## src/design/rv32im_instruction_encoder_defines.svh

```systemverilog
// ---------------------------------------------------------------------------
// RV32IM instruction encoder: assertion macros
// Shared property wrappers, clocked on the rising edge and held off in reset.
// ---------------------------------------------------------------------------
`ifndef RV32IM_INSTRUCTION_ENCODER_DEFINES_SVH
`define RV32IM_INSTRUCTION_ENCODER_DEFINES_SVH

// Same-cycle implication: ante |-> cons.
`define RV32IE_ASSERT_IMPL(label, clk, rst_n, ante, cons) \
	label: assert property (@(posedge clk) disable iff (!rst_n) (ante) |-> cons) \
		else $error("rv32ie: property violated");

// Next-cycle implication: ante |=> cons.
`define RV32IE_ASSERT_NEXT(label, clk, rst_n, ante, cons) \
	label: assert property (@(posedge clk) disable iff (!rst_n) (ante) |=> (cons)) \
		else $error("rv32ie: property violated");

`endif

```

## src/design/rv32ie_pkg.sv

```systemverilog
// ---------------------------------------------------------------------------
// RV32IM instruction encoder package
// Mnemonic codes, major opcodes, fixed words and the transfer structs.
// ---------------------------------------------------------------------------
`default_nettype none

package rv32ie_pkg;

	typedef enum logic [5:0] {
		M_ADD, M_SUB, M_SLL, M_SLT, M_SLTU, M_XOR, M_SRL, M_SRA, M_OR, M_AND,
		M_MUL, M_MULH, M_MULHSU, M_MULHU, M_DIV, M_DIVU, M_REM, M_REMU,
		M_ADDI, M_SLLI, M_SLTI, M_SLTIU, M_XORI, M_SRLI, M_SRAI, M_ORI, M_ANDI,
		M_LB, M_LH, M_LW, M_LBU, M_LHU,
		M_SB, M_SH, M_SW,
		M_BEQ, M_BNE, M_BLT, M_BGE, M_BLTU, M_BGEU,
		M_LUI, M_AUIPC, M_JAL, M_JALR,
		M_ECALL, M_EBREAK, M_MRET,
		M_CSRRW, M_CSRRS, M_CSRRC,
		M_CSRRWI, M_CSRRSI, M_CSRRCI,
		M_LI, M_NOP, M_HALT
	} mode_t;

	// major opcodes
	localparam logic [6:0] OP_REG    = 7'h33;
	localparam logic [6:0] OP_IMM    = 7'h13;
	localparam logic [6:0] OP_LOAD   = 7'h03;
	localparam logic [6:0] OP_STORE  = 7'h23;
	localparam logic [6:0] OP_BRANCH = 7'h63;
	localparam logic [6:0] OP_JALR   = 7'h67;
	localparam logic [6:0] OP_JAL    = 7'h6F;
	localparam logic [6:0] OP_LUI    = 7'h37;
	localparam logic [6:0] OP_AUIPC  = 7'h17;
	localparam logic [6:0] OP_SYSTEM = 7'h73;

	localparam logic [6:0] F7_ALT    = 7'h20;
	localparam logic [6:0] F7_MULDIV = 7'h01;
	localparam logic [11:0] SRAI_BIT = 12'h400;

	// fixed words
	localparam logic [31:0] WORD_ECALL  = 32'h0000_0073;
	localparam logic [31:0] WORD_EBREAK = 32'h0010_0073;
	localparam logic [31:0] WORD_MRET   = 32'h3020_0073;
	localparam logic [31:0] WORD_NOP    = 32'h0000_0013;
	localparam logic [31:0] WORD_HALT   = 32'h0000_00FF;

	typedef struct packed {
		logic [5:0]  mode;
		logic [4:0]  dest_reg;
		logic [4:0]  src1_reg;
		logic [4:0]  src2_reg;
		logic signed [31:0] imm_value;
		logic [11:0] csr_addr;
	} cmd_t;

	typedef struct packed {
		logic [31:0] instr_word;
		logic        last_word;
		logic        bad_mode;
	} result_t;

endpackage

`default_nettype wire

```

## src/design/rv32im_instruction_encoder.sv

```systemverilog
// ---------------------------------------------------------------------------
// RV32IM instruction encoder
// Packs one parsed instruction into its RV32IM machine word or words.
// ---------------------------------------------------------------------------
// A command transfer happens on a rising edge with start high and busy low.
// The command lands in an input register; the encoded word is then
// registered onto result, where it sits for exactly one cycle with
// result_valid high. The receiver cannot stall: it must take every word
// in the cycle it is shown. One command per cycle is accepted while busy
// is low. The exception is li with an immediate outside the 12-bit signed
// range: it yields lui then addi back to back, and busy is high for a
// single cycle while the first word is assembled, so the input register
// holds the command for its second word and the next command waits.
// last_word marks the final word of each command; bad_mode flags an
// unused mnemonic code, which yields a single zero word.
// ---------------------------------------------------------------------------
`default_nettype none

`include "rv32im_instruction_encoder_defines.svh"

module rv32im_instruction_encoder (
	input  wire logic              clk,
	input  wire logic              arst_n,
	input  wire logic              start,
	input  wire rv32ie_pkg::cmd_t  cmd,
	output logic                   busy,
	output logic                   result_valid,
	output rv32ie_pkg::result_t    result
);

	// input register
	rv32ie_pkg::cmd_t cmd_s1;
	logic             valid_s1;
	// second word of a wide li is due
	logic             phase_q;

	rv32ie_pkg::result_t result_q;
	logic                result_valid_q;

	logic [2:0]  f3;
	logic [19:0] li_upper;
	logic        li_wide;
	logic [31:0] word;
	logic        bad;
	logic        take;

	logic [4:0]  rd, rs1, rs2;
	logic [31:0] imm;

	assign rd  = cmd_s1.dest_reg;
	assign rs1 = cmd_s1.src1_reg;
	assign rs2 = cmd_s1.src2_reg;
	assign imm = cmd_s1.imm_value;

	// li: rounded upper part; fits in addi when it comes to zero
	assign li_upper = imm[31:12] + {19'd0, imm[11]};
	assign li_wide  = (cmd_s1.mode == rv32ie_pkg::M_LI) && (li_upper != 20'd0);

	// stall the input only while the first li word goes out
	assign busy = valid_s1 && li_wide && !phase_q;
	assign take = start && !busy;

	// funct3 per mnemonic
	always_comb begin
		unique case (cmd_s1.mode) inside
			rv32ie_pkg::M_SLL, rv32ie_pkg::M_MULH, rv32ie_pkg::M_SLLI,
			rv32ie_pkg::M_LH, rv32ie_pkg::M_SH, rv32ie_pkg::M_BNE,
			rv32ie_pkg::M_CSRRW: begin
				f3 = 3'd1;
			end
			rv32ie_pkg::M_SLT, rv32ie_pkg::M_MULHSU, rv32ie_pkg::M_SLTI,
			rv32ie_pkg::M_LW, rv32ie_pkg::M_SW, rv32ie_pkg::M_CSRRS: begin
				f3 = 3'd2;
			end
			rv32ie_pkg::M_SLTU, rv32ie_pkg::M_MULHU, rv32ie_pkg::M_SLTIU,
			rv32ie_pkg::M_CSRRC: begin
				f3 = 3'd3;
			end
			rv32ie_pkg::M_XOR, rv32ie_pkg::M_DIV, rv32ie_pkg::M_XORI,
			rv32ie_pkg::M_LBU, rv32ie_pkg::M_BLT: begin
				f3 = 3'd4;
			end
			rv32ie_pkg::M_SRL, rv32ie_pkg::M_SRA, rv32ie_pkg::M_DIVU,
			rv32ie_pkg::M_SRLI, rv32ie_pkg::M_SRAI, rv32ie_pkg::M_LHU,
			rv32ie_pkg::M_BGE, rv32ie_pkg::M_CSRRWI: begin
				f3 = 3'd5;
			end
			rv32ie_pkg::M_OR, rv32ie_pkg::M_REM, rv32ie_pkg::M_ORI,
			rv32ie_pkg::M_BLTU, rv32ie_pkg::M_CSRRSI: begin
				f3 = 3'd6;
			end
			rv32ie_pkg::M_AND, rv32ie_pkg::M_REMU, rv32ie_pkg::M_ANDI,
			rv32ie_pkg::M_BGEU, rv32ie_pkg::M_CSRRCI: begin
				f3 = 3'd7;
			end
			default: begin
				f3 = 3'd0;
			end
		endcase
	end

	// word assembly
	always_comb begin
		bad = 1'b0;
		unique case (cmd_s1.mode) inside
			[rv32ie_pkg::M_ADD:rv32ie_pkg::M_AND]: begin
				word = {((cmd_s1.mode == rv32ie_pkg::M_SUB) ||
					(cmd_s1.mode == rv32ie_pkg::M_SRA)) ? rv32ie_pkg::F7_ALT : 7'd0,
					rs2, rs1, f3, rd, rv32ie_pkg::OP_REG};
			end
			[rv32ie_pkg::M_MUL:rv32ie_pkg::M_REMU]: begin
				word = {rv32ie_pkg::F7_MULDIV, rs2, rs1, f3, rd, rv32ie_pkg::OP_REG};
			end
			rv32ie_pkg::M_SLLI: begin
				word = {7'd0, imm[4:0], rs1, f3, rd, rv32ie_pkg::OP_IMM};
			end
			rv32ie_pkg::M_SRAI: begin
				word = {imm[11:0] | rv32ie_pkg::SRAI_BIT, rs1, f3, rd, rv32ie_pkg::OP_IMM};
			end
			rv32ie_pkg::M_ADDI, rv32ie_pkg::M_SLTI, rv32ie_pkg::M_SLTIU,
			rv32ie_pkg::M_XORI, rv32ie_pkg::M_SRLI, rv32ie_pkg::M_ORI,
			rv32ie_pkg::M_ANDI: begin
				word = {imm[11:0], rs1, f3, rd, rv32ie_pkg::OP_IMM};
			end
			[rv32ie_pkg::M_LB:rv32ie_pkg::M_LHU]: begin
				word = {imm[11:0], rs1, f3, rd, rv32ie_pkg::OP_LOAD};
			end
			[rv32ie_pkg::M_SB:rv32ie_pkg::M_SW]: begin
				word = {imm[11:5], rs2, rs1, f3, imm[4:0], rv32ie_pkg::OP_STORE};
			end
			[rv32ie_pkg::M_BEQ:rv32ie_pkg::M_BGEU]: begin
				word = {imm[12], imm[10:5], rs2, rs1, f3, imm[4:1], imm[11],
					rv32ie_pkg::OP_BRANCH};
			end
			rv32ie_pkg::M_LUI: begin
				word = {imm[31:12], rd, rv32ie_pkg::OP_LUI};
			end
			rv32ie_pkg::M_AUIPC: begin
				word = {imm[31:12], rd, rv32ie_pkg::OP_AUIPC};
			end
			rv32ie_pkg::M_JAL: begin
				word = {imm[20], imm[10:1], imm[11], imm[19:12], rd, rv32ie_pkg::OP_JAL};
			end
			rv32ie_pkg::M_JALR: begin
				word = {imm[11:0], rs1, f3, rd, rv32ie_pkg::OP_JALR};
			end
			rv32ie_pkg::M_ECALL: begin
				word = rv32ie_pkg::WORD_ECALL;
			end
			rv32ie_pkg::M_EBREAK: begin
				word = rv32ie_pkg::WORD_EBREAK;
			end
			rv32ie_pkg::M_MRET: begin
				word = rv32ie_pkg::WORD_MRET;
			end
			[rv32ie_pkg::M_CSRRW:rv32ie_pkg::M_CSRRC]: begin
				word = {cmd_s1.csr_addr, rs1, f3, rd, rv32ie_pkg::OP_SYSTEM};
			end
			[rv32ie_pkg::M_CSRRWI:rv32ie_pkg::M_CSRRCI]: begin
				word = {cmd_s1.csr_addr, imm[4:0], f3, rd, rv32ie_pkg::OP_SYSTEM};
			end
			rv32ie_pkg::M_LI: begin
				if (!li_wide) begin
					word = {imm[11:0], 5'd0, 3'd0, rd, rv32ie_pkg::OP_IMM};
				end else if (!phase_q) begin
					word = {li_upper, rd, rv32ie_pkg::OP_LUI};
				end else begin
					// low part: imm - upper has the same low 12 bits as imm
					word = {imm[11:0], rd, 3'd0, rd, rv32ie_pkg::OP_IMM};
				end
			end
			rv32ie_pkg::M_NOP: begin
				word = rv32ie_pkg::WORD_NOP;
			end
			rv32ie_pkg::M_HALT: begin
				word = rv32ie_pkg::WORD_HALT;
			end
			default: begin
				word = 32'd0;
				bad  = 1'b1;
			end
		endcase
	end

	// control
	always_ff @(posedge clk or negedge arst_n) begin
		if (!arst_n) begin
			valid_s1       <= 1'b0;
			phase_q        <= 1'b0;
			result_valid_q <= 1'b0;
		end else begin
			valid_s1       <= take || busy;
			phase_q        <= busy;
			result_valid_q <= valid_s1;
		end
	end

	// payload
	always_ff @(posedge clk) begin
		if (take) begin
			cmd_s1 <= cmd;
		end
		if (valid_s1) begin
			result_q.instr_word <= word;
			result_q.last_word  <= !busy;
			result_q.bad_mode   <= bad;
		end
	end

	assign result       = result_q;
	assign result_valid = result_valid_q;

	// first li word is always followed by the closing word
	`RV32IE_ASSERT_NEXT(a_li_first, clk, arst_n, busy, result_valid && !result.last_word)
	`RV32IE_ASSERT_NEXT(a_li_second, clk, arst_n, result_valid && !result.last_word,
		result_valid && result.last_word && !result.bad_mode)
	`RV32IE_ASSERT_IMPL(a_bad_word, clk, arst_n, result_valid && result.bad_mode,
		(result.last_word && (result.instr_word == 32'd0)))
	`RV32IE_ASSERT_IMPL(a_latency, clk, arst_n, start && !busy, ##2 result_valid)

endmodule

`default_nettype wire

```

## config.mk

```make
export PLATFORM = sky130hd
export DESIGN_NAME = rv32im_instruction_encoder
export DESIGN_NICKNAME = d
export VERILOG_FILES = /design/src/design/rv32ie_pkg.sv /design/src/design/rv32im_instruction_encoder.sv
export VERILOG_INCLUDE_DIRS = /design/src /design/src/design
export SDC_FILE = /design/constraint.sdc
export NUM_CORES = 1
export LEC_CHECK = 0
export BUFFER_PORTS_ARGS = -buffer_cell sky130_fd_sc_hd__buf_2
export CAP_MARGIN = 20
export CORE_MARGIN = 2
export CORE_UTILIZATION = 45
export CTS_BUF_LIST = sky130_fd_sc_hd__clkbuf_8
export DETAILED_ROUTE_END_ITERATION = 6
export GPL_ROUTABILITY_DRIVEN = 0
export PLACE_DENSITY = 0.68
export SETUP_SLACK_MARGIN = 0.15
export SLEW_MARGIN = 5
export SYNTH_ARGS = -nofsm -noshare
export SYNTH_HDL_FRONTEND = slang
export SYNTH_SLANG_ARGS = --single-unit
```

## constraint.sdc

```tcl
create_clock -name clk -period 13.2 [get_ports clk]
set_input_delay 0.66 -clock clk [delete_from_list [all_inputs] [get_ports clk]]
set_output_delay 0.66 -clock clk [all_outputs]
set_load 0.02 [all_outputs]
```

==> results.cfg <==
[die]
rows = 39
io_pins = 104
die_height_um = 111
dieArea_um2 = 12400
coreArea_um2 = 11300
start_util_pct = 45.9
die_x_um = 111

[sta]
hold_viol = 0
final.min_clock_period_ns = 4.17
worst_pin_slew_ns = 0.849
timing.fmax_ghz = 0.240
rsz0062_at_grt = no
fin_crit_sh_pct = 31.6
slew_headroom_pct = 43.1
fin_tns_setup_ns = 0
final-max-slew-violation-count = 0
fin_hold_ws_ns = 0.0407
skew_ns = 0.0144
fin_ws_ns = 9.03
setup_viol = 0

[flow_run]
maxCapViolations = 0

[setup_path]
worstPathCellList = ha_1 -> ha_1 -> and4_1 -> nand2_1 -> a311oi_1 -> o211ai_1 -> nor4_4 -> and2_1 -> nor2_2 -> a21boi_4 -> buf_4
cp_top_family = simple AND/OR/NAND/NOR gates
regToRegStartpoint = imm[11]
max_stage_delay_ns = 0.63
critPathKind = reg2reg
cp_max_fo = 65
slowest_stage = buf_4
cp.arrival_ns = 4.18
crit_top_cell = ha_1
path_buf_inv = 1
cp-start-kind = flip-flop
required_ns = 13.22
cp-startpoint = imm[11]
end_kind = flip-flop

[global_routing]
grt_use_total_pct = 21.5
overflow = 0
antenna_found_initial = 0
grt_pass1_vias = 3919
grt_pass1_wl_um = 20800
grt_max_degree = 66

[cts]
cts_resized = 0
hold_buffers = 0
cts_tree = done
clk_pin_slew_ns = 0.11
clk_path_buf_depth = 2
post-cts-setup-buffer-count = 0
ctsRootBufferMaster = clkbuf_8
insertion_delay_ns = 0.39
cts_sinks = 101
cts_buffers = 9
cts.htree.levels = 3

[detailed_routing]
via_count = 4219
antenna_left = 0
drt_iter0_markers = 558
drc_errors = 10
vias_per_cell = 6.01
dr.pass1.iters = 7
totalWireLength_um = 13200
wl_per_cell_um = 18.8

[hold_path]
min_path_type = in2async

[synth]
async_flop_share_pct = 2.97
yosys-top-cells-area = edfxtp_1 (57%), nand2_1 (3.7%), nor2_1 (3.3%)
yosysMostFrequentCell = edfxtp_1
synth_seq_area_share_pct = 58.1
muxShareOfSynthArea_pct = 0.627
ys.flop_type = edfxtp_1
yosysTopAreaCell = edfxtp_1
syn_area_per_cell_um2 = 11.1
syn_inst = 468
synth.ff_latch_count = 101
yosys.area_share.simple_pct = 16.3
synthAdderAreaFrac_pct = 0.482
synth_top_family_by_area = compound AO/OA/AOI/OAI gates
netlist_area_um2 = 5190
ys_top_cells_by_count = edfxtp_1 (98), nand2_1 (51), nor2_1 (46)
synth-compound-area-share_pct = 18.0
synth.net_count = 538
synth_edf_count = 98
synthXorXnorAreaFrac_pct = 3.37
synth_cell_type_count = 61
synth_top_area_share_pct = 56.7
yosysWarnings = 0

[final_layout]
drive_gt1_share_pct = 24.0
fin_nets = 624
n_fill_cell = 1019
finalInstanceArea_um2 = 6000
multi_input_area_um2 = 2030
area_delta_synth_final_pct = 15.5
diodes = 0
regArea_um2 = 3020

[placement]
numPortBuffers = 103
place_ws_ns = 9.12
place_area_um2 = 5810
dp_hpwl_um = 9670

[status]
status = complete, but fails checks
violations = DRC

[pwr]
p_per_area_nw_per_um2 = 112
ir_drop_mv = 0.0555
p_leak_uw = 0.00233
[kinds of logic after synthesis]
logic type               Yosys count
AND/OR/NAND/NOR                  171
AO/OA/AOI/OAI                    131
flip-flops                       101
buffers and inverters             40
XOR/XNOR                          20
multiplexers                       3
adder cells (fa/ha/maj)            2
[layout by cell type (no fill, tap or decap), types with 4 or more instances in the layout]
cell      instances
a31oi_1           5
edfxtp_1         98
a22o_1            7
a221o_1           5
xnor2_1           7
o31ai_1           6
a21oi_1          19
and3_1            8
nand2b_1          9
nand3_1          12
a22oi_1           7
xor2_1           13
a32oi_1           4
buf_4             6
o21ai_0          29
buf_2           103
a222oi_1          8
a221oi_1          4
a21o_1            5
nor4_1            4
nor3_1           14
nand2_1          51
nor2_1           46
clkbuf_8          9
nand4_1           8
inv_1             5
[registers in the layout, summed over array words and instances (netlist names)]
signal / count
result_valid: 1
result: 33
imm: 32
phase_q: 1
rs2: 5
rs1: 5
cmd_s1: 18
valid_s1: 1
rd: 5
[worst paths after layout]
path	to	slack [ns]	depth (start not counted)
max	imm[11]	9.03	11
min	valid_s1	0.04	1
max reg2reg	imm[11]	9.03	11
min reg2reg	result[31]	0.56	1
max in group asynchronous	phase_q	13.04	1
min in group clk	rs2[4]	0.44	1
[metal layers]
metal	up-vias	global-route usage (%)	share of wire, %
li1	1979	-	-
met1	1940	30.3	42
met2	276	32.5	45
met3	24	5.28	11
met4	0	8.40	2.3
met5	-	0	0
[per-stage QoR]
stage | instances | total power [µW] | utilization, %
finish | 702 | 674 | 53.0
global route | 702 | 704 | 53.0
CTS | 702 | 679 | 53.0
detailed placement | 686 | 491 | 51.3
global placement | 686 | 489 | 51.3
floorplan | 468 | 454 | -
[area by class of cell]
class,count,area share (%)
sequential,101,50.3
multi-input combinational,327,33.8
timing repair buffer,109,9.35
tap,143,2.98
clock buffer,9,2.07
clock inverter,7,1.13
inverter,6,0.376
[power by group]
group | leakage (µW) | switching (µW) | internal, µW
Sequential | 0.00100 | 15.3 | 376
Combinational | 0.00123 | 58.2 | 35.0
Clock | 0.0000993 | 116 | 73.4
Total | 0.00233 | 190 | 484
Note: power is estimated with default switching activity, not from simulation.
